==> src/rtl/core/llbs_pkg.sv <==
`timescale 1ns / 1ps

package llbs_pkg;

    // sizing of the bin set and of one sequence
    localparam int MAX_BINS  = 8;
    localparam int MAX_ITEMS = 32;

    // fixed field widths
    localparam int VALUE_W  = 16;
    localparam int CFG_W    = 4;
    localparam int SPREAD_W = 46;
    localparam int TOTAL_W  = 21;

    // derived internal widths
    localparam int BIN_IDX_W = $clog2(MAX_BINS);
    localparam int M_W       = ($clog2(MAX_BINS + 1) > CFG_W) ? $clog2(MAX_BINS + 1) : CFG_W;
    localparam int CNT_W     = $clog2(MAX_ITEMS + 1);
    localparam int LOAD_W    = VALUE_W + $clog2(MAX_ITEMS);
    localparam int SQ_W      = 2 * LOAD_W;
    localparam int SUMSQ_W   = SQ_W + BIN_IDX_W;
    localparam int LHS_W     = SUMSQ_W + M_W;

    // reset value of the bin count register
    localparam logic [CFG_W-1:0] BIN_COUNT_RESET = CFG_W'(2);

    typedef struct packed {
        logic [VALUE_W-1:0] item_value;
        logic               last;
    } item_t;

    typedef struct packed {
        logic [SPREAD_W-1:0] spread;
        logic [TOTAL_W-1:0]  total;
    } result_t;

endpackage

==> src/rtl/core/llbs_square.sv <==
`timescale 1ns / 1ps

module llbs_square
    import llbs_pkg::*;
(
    input  logic              clk,
    input  logic [LOAD_W-1:0] a,
    output logic [SQ_W-1:0]   sq
);

    // registered squarer shared by the load and total passes
    always_ff @(posedge clk)
    begin
        sq <= SQ_W'(a) * SQ_W'(a);
    end

endmodule

==> src/rtl/core/least_loaded_bin_spread.sv <==
`timescale 1ns / 1ps

// least_loaded_bin_spread
// input channel: item (weight and last flag) is taken at a clock edge with
// start high and busy low. each weight is added to the least-loaded bin in
// use, ties going to the lowest index. busy stays high while the item works.
// result channel: on the item marked last, done pulses for one cycle with
// result holding spread = m*sum(load^2) - total^2 and the total, while the
// bin state is cleared. the receiver cannot stall, so no result is held.
// config: cfg_we/cfg_wdata write the bin count m (0 reads as 1, values above
// the bin limit read as the limit); write only while idle.
// sequence: a non-last item keeps busy high through the search step (the
// shared comparator walking the loads) and the add step; the next item is
// taken only after that. a last item then passes through the shared squarer
// for each load, then the total square, scaling and a finish step, which
// raises done. once the item limit is reached, weights are dropped and a
// non-last item is taken without raising busy.
// reset: rst_n clears all loads, the total and the item count, and sets m=2.

module least_loaded_bin_spread
    import llbs_pkg::*;
(
    input  logic             clk,
    input  logic             rst_n,
    input  logic             start,
    output logic             busy,
    input  item_t            item,
    output logic             done,
    output result_t          result,
    input  logic             cfg_we,
    input  logic [CFG_W-1:0] cfg_wdata
);

    typedef enum logic [6:0] {
        ST_IDLE   = 7'b0000001,
        ST_SEARCH = 7'b0000010,
        ST_ADD    = 7'b0000100,
        ST_SQUARE = 7'b0001000,
        ST_TOTSQ  = 7'b0010000,
        ST_SCALE  = 7'b0100000,
        ST_FINISH = 7'b1000000
    } state_t;

    // control state
    state_t             state_reg, state_next;
    logic               done_reg, done_next;
    logic               acc_en_reg, acc_en_next;
    logic [CNT_W-1:0]   count_reg, count_next;
    logic [LOAD_W-1:0]  loads_reg [MAX_BINS];
    logic [LOAD_W-1:0]  loads_next [MAX_BINS];
    logic [LOAD_W-1:0]  total_reg, total_next;
    logic [CFG_W-1:0]   bin_count_reg, bin_count_next;

    // payload state
    logic [VALUE_W-1:0]   weight_reg, weight_next;
    logic                 last_reg, last_next;
    logic [BIN_IDX_W-1:0] best_reg, best_next;
    logic [LOAD_W-1:0]    best_load_reg, best_load_next;
    logic [BIN_IDX_W-1:0] idx_reg, idx_next;
    logic [SUMSQ_W-1:0]   sumsq_reg, sumsq_next;
    logic [LHS_W-1:0]     lhs_reg, lhs_next;
    logic [LHS_W-1:0]     rhs_reg, rhs_next;
    result_t              result_reg, result_next;

    logic [M_W-1:0]       cfg_ext;
    logic [M_W-1:0]       m;
    logic [BIN_IDX_W-1:0] last_idx;
    logic [LOAD_W-1:0]    load_rd;
    logic [LOAD_W-1:0]    mul_a;
    logic [SQ_W-1:0]      prod;

    // bins in use, clamped to the legal range
    always_comb
    begin
        cfg_ext = M_W'(bin_count_reg);
        if (cfg_ext == '0)
            m = M_W'(1);
        else if (cfg_ext > M_W'(MAX_BINS))
            m = M_W'(MAX_BINS);
        else
            m = cfg_ext;
        last_idx = BIN_IDX_W'(m - M_W'(1));
    end

    assign load_rd = loads_reg[idx_reg];

    llbs_square u_square (
        .clk (clk),
        .a   (mul_a),
        .sq  (prod)
    );

    // sequencer
    always_comb
    begin
        state_next     = state_reg;
        done_next      = 1'b0;
        acc_en_next    = 1'b0;
        count_next     = count_reg;
        loads_next     = loads_reg;
        total_next     = total_reg;
        bin_count_next = cfg_we ? cfg_wdata : bin_count_reg;
        weight_next    = weight_reg;
        last_next      = last_reg;
        best_next      = best_reg;
        best_load_next = best_load_reg;
        idx_next       = idx_reg;
        sumsq_next     = sumsq_reg;
        lhs_next       = lhs_reg;
        rhs_next       = rhs_reg;
        result_next    = result_reg;
        mul_a          = load_rd;

        // squares arrive in the cycle after issue, from the registered squarer
        if (acc_en_reg)
            sumsq_next = sumsq_reg + SUMSQ_W'(prod);

        case (state_reg)
            ST_IDLE:
            begin
                if (start)
                begin
                    weight_next = item.item_value;
                    last_next   = item.last;
                    if (count_reg < CNT_W'(MAX_ITEMS))
                    begin
                        best_next      = '0;
                        best_load_next = loads_reg[0];
                        idx_next       = BIN_IDX_W'(1);
                        state_next     = (m == M_W'(1)) ? ST_ADD : ST_SEARCH;
                    end
                    else if (item.last)
                    begin
                        idx_next   = '0;
                        sumsq_next = '0;
                        state_next = ST_SQUARE;
                    end
                end
            end
            ST_SEARCH:
            begin
                // strict compare keeps the lowest index on ties
                if (load_rd < best_load_reg)
                begin
                    best_next      = idx_reg;
                    best_load_next = load_rd;
                end
                if (idx_reg == last_idx)
                    state_next = ST_ADD;
                else
                    idx_next = idx_reg + BIN_IDX_W'(1);
            end
            ST_ADD:
            begin
                loads_next[best_reg] = best_load_reg + LOAD_W'(weight_reg);
                total_next           = total_reg + LOAD_W'(weight_reg);
                count_next           = count_reg + CNT_W'(1);
                if (last_reg)
                begin
                    idx_next   = '0;
                    sumsq_next = '0;
                    state_next = ST_SQUARE;
                end
                else
                    state_next = ST_IDLE;
            end
            ST_SQUARE:
            begin
                acc_en_next = 1'b1;
                if (idx_reg == last_idx)
                    state_next = ST_TOTSQ;
                else
                    idx_next = idx_reg + BIN_IDX_W'(1);
            end
            ST_TOTSQ:
            begin
                mul_a      = total_reg;
                state_next = ST_SCALE;
            end
            ST_SCALE:
            begin
                lhs_next   = LHS_W'(sumsq_reg) * LHS_W'(m);
                rhs_next   = LHS_W'(prod);
                state_next = ST_FINISH;
            end
            ST_FINISH:
            begin
                if (lhs_reg >= rhs_reg)
                    result_next.spread = SPREAD_W'(lhs_reg - rhs_reg);
                else
                    result_next.spread = '0;
                result_next.total = TOTAL_W'(total_reg);
                done_next         = 1'b1;
                for (int i = 0; i < MAX_BINS; i++)
                    loads_next[i] = '0;
                total_next = '0;
                count_next = '0;
                state_next = ST_IDLE;
            end
            default:
            begin
                state_next = ST_IDLE;
            end
        endcase
    end

    // control registers
    always_ff @(posedge clk or negedge rst_n)
    begin
        if (!rst_n)
        begin
            state_reg     <= ST_IDLE;
            done_reg      <= 1'b0;
            acc_en_reg    <= 1'b0;
            count_reg     <= '0;
            total_reg     <= '0;
            bin_count_reg <= BIN_COUNT_RESET;
            for (int i = 0; i < MAX_BINS; i++)
                loads_reg[i] <= '0;
        end
        else
        begin
            state_reg     <= state_next;
            done_reg      <= done_next;
            acc_en_reg    <= acc_en_next;
            count_reg     <= count_next;
            total_reg     <= total_next;
            bin_count_reg <= bin_count_next;
            loads_reg     <= loads_next;
        end
    end

    // payload registers
    always_ff @(posedge clk)
    begin
        weight_reg    <= weight_next;
        last_reg      <= last_next;
        best_reg      <= best_next;
        best_load_reg <= best_load_next;
        idx_reg       <= idx_next;
        sumsq_reg     <= sumsq_next;
        lhs_reg       <= lhs_next;
        rhs_reg       <= rhs_next;
        result_reg    <= result_next;
    end

    assign busy   = (state_reg != ST_IDLE);
    assign done   = done_reg;
    assign result = result_reg;

`ifndef NO_ASSERTIONS
    // result beat only follows the finish step
    a_done_after_finish: assert property (@(posedge clk) disable iff (!rst_n)
        done_reg |-> $past(state_reg == ST_FINISH))
        else $error("result beat without finish step");

    // bin walk stays within the bins in use
    a_idx_in_range: assert property (@(posedge clk) disable iff (!rst_n)
        (state_reg == ST_SEARCH || state_reg == ST_SQUARE) |-> (idx_reg <= last_idx))
        else $error("bin index beyond bins in use");

    // chosen bin is one of the bins in use
    a_best_in_range: assert property (@(posedge clk) disable iff (!rst_n)
        (state_reg == ST_ADD) |-> (M_W'(best_reg) < m))
        else $error("selected bin beyond bins in use");

    // a weight under the item limit always goes to the search or add step
    a_accept_starts_search: assert property (@(posedge clk) disable iff (!rst_n)
        (start && !busy && count_reg < CNT_W'(MAX_ITEMS))
        |=> (state_reg == ST_SEARCH || state_reg == ST_ADD))
        else $error("accepted beat did not start a search");
`endif

endmodule
==> config.mk <==
export PLATFORM = sky130hd
export DESIGN_NAME = least_loaded_bin_spread
export DESIGN_NICKNAME = d
export VERILOG_FILES = /design/src/rtl/core/llbs_pkg.sv /design/src/rtl/core/llbs_square.sv /design/src/rtl/core/least_loaded_bin_spread.sv
export SDC_FILE = /design/constraint.sdc
export NUM_CORES = 2
export LEC_CHECK = 0
export BUFFER_PORTS_ARGS = -buffer_cell sky130_fd_sc_hd__buf_4
export CORE_ASPECT_RATIO = 0.9
export CORE_MARGIN = 2
export CORE_UTILIZATION = 55
export CTS_BUF_LIST = sky130_fd_sc_hd__clkbuf_4
export DETAILED_ROUTE_END_ITERATION = 7
export PLACE_DENSITY = 0.71
export SYNTH_ARGS = -nofsm -noshare
export SYNTH_HDL_FRONTEND = slang
export SYNTH_SLANG_ARGS = --single-unit
==> constraint.sdc <==
create_clock -name clk -period 14.25 [get_ports clk]
set_input_delay 1.425 -clock clk [delete_from_list [all_inputs] [get_ports clk]]
set_output_delay 1.425 -clock clk [all_outputs]
set_load 0.05 [all_outputs]
Yosys cells after proc, flatten, opt, wreduce, memory -nomap -nowiden

Cells that the tools add are included.

Logic and storage cells: 113
Register bits: 497
Output and inout port bits: 69
Bits of input ports: 25

Multiplexer cells: 42
Magnitude comparators: 7
Multiply operators: 2
Add/sub/neg operators: 7
Bitwise gates (word level): 2
Reductions and logical operators: 10
Equality and inequality tests: 18

Operators with widths:

| cell               | count |
|---|---|
| $pmux 168 s2       | 1 |
| $mux 45            | 5 |
| $bwmux 168         | 1 |
| $mux 21            | 7 |
| $pmux 45 s2        | 1 |
| $pmux 21 s2        | 2 |
| $bmux 21 s3        | 1 |
| $demux 21 s3       | 1 |
| $ge 49x42->1       | 1 |
| $mul 45x4->49      | 1 |
| $sub 46x42->46     | 1 |
| $add 45x42->45     | 1 |
| $add 21x16->21     | 2 |
| $mul 21x21->42     | 1 |
| $pmux 7 s6         | 1 |
| $mux 7             | 5 |
| $mux 3             | 9 |
| $lt 21x21->1       | 1 |
| $ne 2x2->1 const B | 7 |
| $mux 4             | 3 |
| $pmux 6 s2         | 1 |
| $pmux 3 s3         | 1 |
| $ge 4x4->1 const B | 2 |
| $not 3->4          | 2 |
| other kinds (27)   | 30 |

Logic depth before layout (Yosys ltp)

Depth in word-level cells: 8
Gate-level depth with buffers: 36
Mapped depth without buffers: 33

By module

Synthesis repeated with hierarchy kept, for this count alone.

Cells, all modules: 4629
Area, all modules: 44222.4 sq um

By module, submodules not included:

| module                  | cells an instance | instances | sequential area each (sq um) | area each (sq um) |
|---|---|---|---|---|
| least_loaded_bin_spread | 3181              | 1         | 12174.2                      | 30828.3 |
| llbs_square             | 1448              | 1         | 820.8                        | 13394.1 |

Least setup slack after synthesis

No wires, ideal clock.

Path type: register -> register
Start: register state_reg[3]
End: register u_square.sq[40]
Setup time: 72 ps
Required time: 14178 ps
Stages on the path, launching flop included: 35
Path buffers: 4
Period minus slack after synthesis: 8280 ps
Arrival: 8208 ps
Setup slack: 5970 ps
Path through: dfrtp_1 -> nor2_1 -> nand2_1 -> or4b_2 -> clkbuf_1 -> buf_2 -> nand2_1 -> o21ai_1 -> inv_1 -> clkbuf_1 -> nand2_1 -> fa_1 -> inv_1 -> fa_1 -> inv_1 -> fa_1 -> inv_1 -> fa_1 -> fa_1 -> fa_1 -> inv_1 -> fa_1 -> inv_1 -> ha_1 -> clkbuf_1 -> a21oi_1 -> a21oi_1 -> o21ai_0 -> o211ai_2 -> a41o_1 -> a2bb2oi_2 -> a211oi_1 -> o21ai_1 -> a21oi_1 -> xnor2_1

Longest elaborated chain between the ends: 3

Ends and longest elaborated chain:

| item                   | line                           | RTL |
|---|---|---|
| from (decl)            | least_loaded_bin_spread.sv:45  | `state_t state_reg, state_next;` |
| from (signal assigned) | least_loaded_bin_spread.sv:223 | `state_reg <= state_next;` |
| $eq 7x5->1             | least_loaded_bin_spread.sv:118 | `case (state_reg)` |
| $mux 21                | least_loaded_bin_spread.sv:118 |  |
| $mul 21x21->42         | llbs_square.sv:14              | `sq <= SQ_W'(a) * SQ_W'(a);` |
| to (signal assigned)   | llbs_square.sv:14              |  |
| to (decl)              | llbs_square.sv:8               | `output logic [SQ_W-1:0] sq` |

Every way passes these cells.
A chain may end at the register's enable or synchronous reset.

Worst setup path after layout

Start: register state_reg[3]
End: register u_square.sq[41]

The elaborated chain is that of the path after synthesis.

==> results.toml <==
[clock_network]
cts_sinks = 495
ctsResizeCount = 0
cts_tree = "yes"
root_buffer = "clkbuf_4"
clkTransAtPathRegs_ps = 60
cts_max_level = 4
clock_latency_ps = 1010
cts_buffer_depth = 3
post_cts_buffers = 0
cts_hold_buf = 0
cts_buffers = 134

[layout]
seq_area_um2 = 13000
final_common_cell = "inv_1"
nNetsFinal = 5401
final_area_um2 = 46500
final_cell_mix = "inv_1 (654), nand2_1 (433), fa_1 (398), ha_1 (342), nor2_1 (320)"
multi_input_comb_area_um2 = 27100
drive_gt1_share_pct = 9.50
fillerInstances = 6735
area_growth_pct = 7.63
largest_reg_flops = 168

[yosys]
synthArstFlopShare_pct = 42.0
synth.distinct_cells = 92
seq_area_frac_synth_pct = 30.0
ys_seq_elements = 495
yosysWarnings = 0
synth_ff_type = "dfrtp_1"
syn-mean-instance-area_um2 = 9.47
syn_inst = 4563
synth_edf_count = 201
syn_area_um2 = 43200
synth_nets = 5328

[timing]
setup_viol = 0
tns_ps = 0
tightestPinTransition_ps = 1180
fin_crit_ps = 9640
period_share_pct = 67.6
hold_violations = 0
skew_ps = 59.0
fmax_mhz = 104
finalMaxSlewViolations = 0
rsz0062_at_grt = "no"
timing.max_slew.rel_slack_pct = 21.4

[run_status]
status = "finished, final reports clean"

[route]
drt-initial-drc-count = 2131
ant_nets = 0
drc = 0
wire_per_inst_um = 17.9
route.vias.total = 32800
firstDrtPassIters = 7
wl_mm = 104
viasPerCell = 5.68

[floorplan]
initial_core_util_pct = 55.6
die_y_um = 270
num_rows = 97
die_area_um2 = 80900
io_pins = 94
core_area_um2 = 77800
die_w_um = 300

[run]
max_cap_viol_count = 0

[pwr]
p_leak_nw = 23.0
power.density_nw_per_um2 = 173
ir_drop_mv = 0.0983

[worst_setup_path]
cp_data_required_time_ps = 15150
crit_type = "reg2reg"
crit_top_cell = "fa_1"
arrival_ps = 10540
path_delay_family = "adder cells"
cp-start-kind = "flop"
end_kind = "flop"
worstPathMaxFanout = 45
cp_num_buf_inv = 4
slowest_stage = "or4b_2"
critPathMaxStageDelay_ps = 1120

[placed_design]
place_congestion = 0.934
hpwl_mm = 78.8
placed_cell_area_um2 = 44800
io_buffers = 93

[grt]
grt_max_degree = 83
first_global_vias = 33300
antenna_found_initial = 2
grt_pass1_wl_mm = 172
overflow = 0
grt_use_total_pct = 26.5

[min_path]
min_path_type = "reg2reg"
==> cell usage after synthesis (all sizes together) (12+ instances only) <==
library cell | instances | area (um2)
o21bai | 31 | 233
nand4 | 30 | 188
edfxtp | 201 | 6040
nand3 | 230 | 1150
nand2b | 19 | 119
a211oi | 22 | 180
nor2 | 322 | 1210
mux2i | 59 | 591
ha | 342 | 4280
clkbuf | 143 | 537
o21ai | 312 | 1580
nor2b | 37 | 231
a21boi | 16 | 120
and2 | 65 | 409
nand2 | 433 | 1630
fa | 398 | 7970
xor2 | 69 | 604
o211ai | 18 | 140
and3 | 32 | 206
dfxtp | 86 | 1720
buf | 50 | 251
nor3 | 45 | 230
a21o | 108 | 811
mux4 | 42 | 946
inv | 656 | 2460
a31oi | 44 | 282
a21oi | 215 | 1080
xnor2 | 133 | 1160
dfrtp | 206 | 5150
o21a | 41 | 308
a221oi | 12 | 124
==> path summary, 6_finish.rpt <==
check / start / end / slack, ps / cells after the start
max reg2reg: state_reg[3]$_DFFE_PN0P_ / u_square.sq[41]$_DFF_P_ / 4610 / 27
min in group asynchronous: rst_n / loads_reg[32]$_DFFE_PN0P_ / 470 / 1
max: state_reg[3]$_DFFE_PN0P_ / u_square.sq[41]$_DFF_P_ / 4610 / 27
min: u_square.sq[10]$_DFF_P_ / rhs_reg[10]$_DFFE_PP_ / 430 / 0
min reg2reg: u_square.sq[10]$_DFF_P_ / rhs_reg[10]$_DFFE_PP_ / 430 / 0
max in group asynchronous: rst_n / acc_en_reg$_DFF_PN0_ / 11610 / 3
==> cells by family after synthesis <==
kind of cell    after synthesis  share of synthesized area [%]
simple gates               1269                           13.4
buf+inv                     854                           7.56
mux                         106                           3.68
xor+xnor                    202                           4.09
flops                       495                           30.0
compound gates              897                           12.9
fa+ha+maj                   740                           28.3
==> report_power, final <==
part           leakage [nW]  internal, mW  switching (mW)
clock                  1.02         0.687           0.624
sequential             5.36          1.91           0.305
combinational          16.6          1.76            2.79
==> per-layer routing <==
layer	track usage (%)	routed length (um)	share of wire, %	up-vias
met2	41.1	46600	45	1099
met5	0	0	0	-
met1	37.0	46400	45	16000
li1	-	-	-	15500
met4	10.4	3420	3.3	0
met3	4.74	7160	6.9	215
==> metrics by stage <==
stage / std cells / utilization [%] / hold slack (ps) / worst slack (ps) / total power [mW]
4_1_cts: 5777 / 59.8 / 374 / 4680 / 8.07
6_report: 5780 / 59.8 / 434 / 4610 / 8.07
5_1_grt: 5780 / 59.8 / 444 / 4060 / 8.79
3_3_place_gp: 5539 / 57.6 / 423 / 4920 / 6.60
2_1_floorplan: 4563 / - / 412 / 5970 / 5.58
3_5_place_dp: 5539 / 57.6 / 420 / 4720 / 6.71
==> layout make-up <==
| class | count | share of cell area [%] |
|---|---|---|
| Clock buffer | 196 | 3.16 |
| Clock inverter | 42 | 0.565 |
| Timing Repair Buffer | 130 | 2.11 |
| Tap cell | 1039 | 2.79 |
| Inverter | 661 | 5.33 |
| Sequential cell | 495 | 27.9 |
| Antenna cell | 3 | 0.0161 |
| Multi-Input combinational cell | 3214 | 58.2 |
No activity file was read; power rests on OpenSTA's default activity.
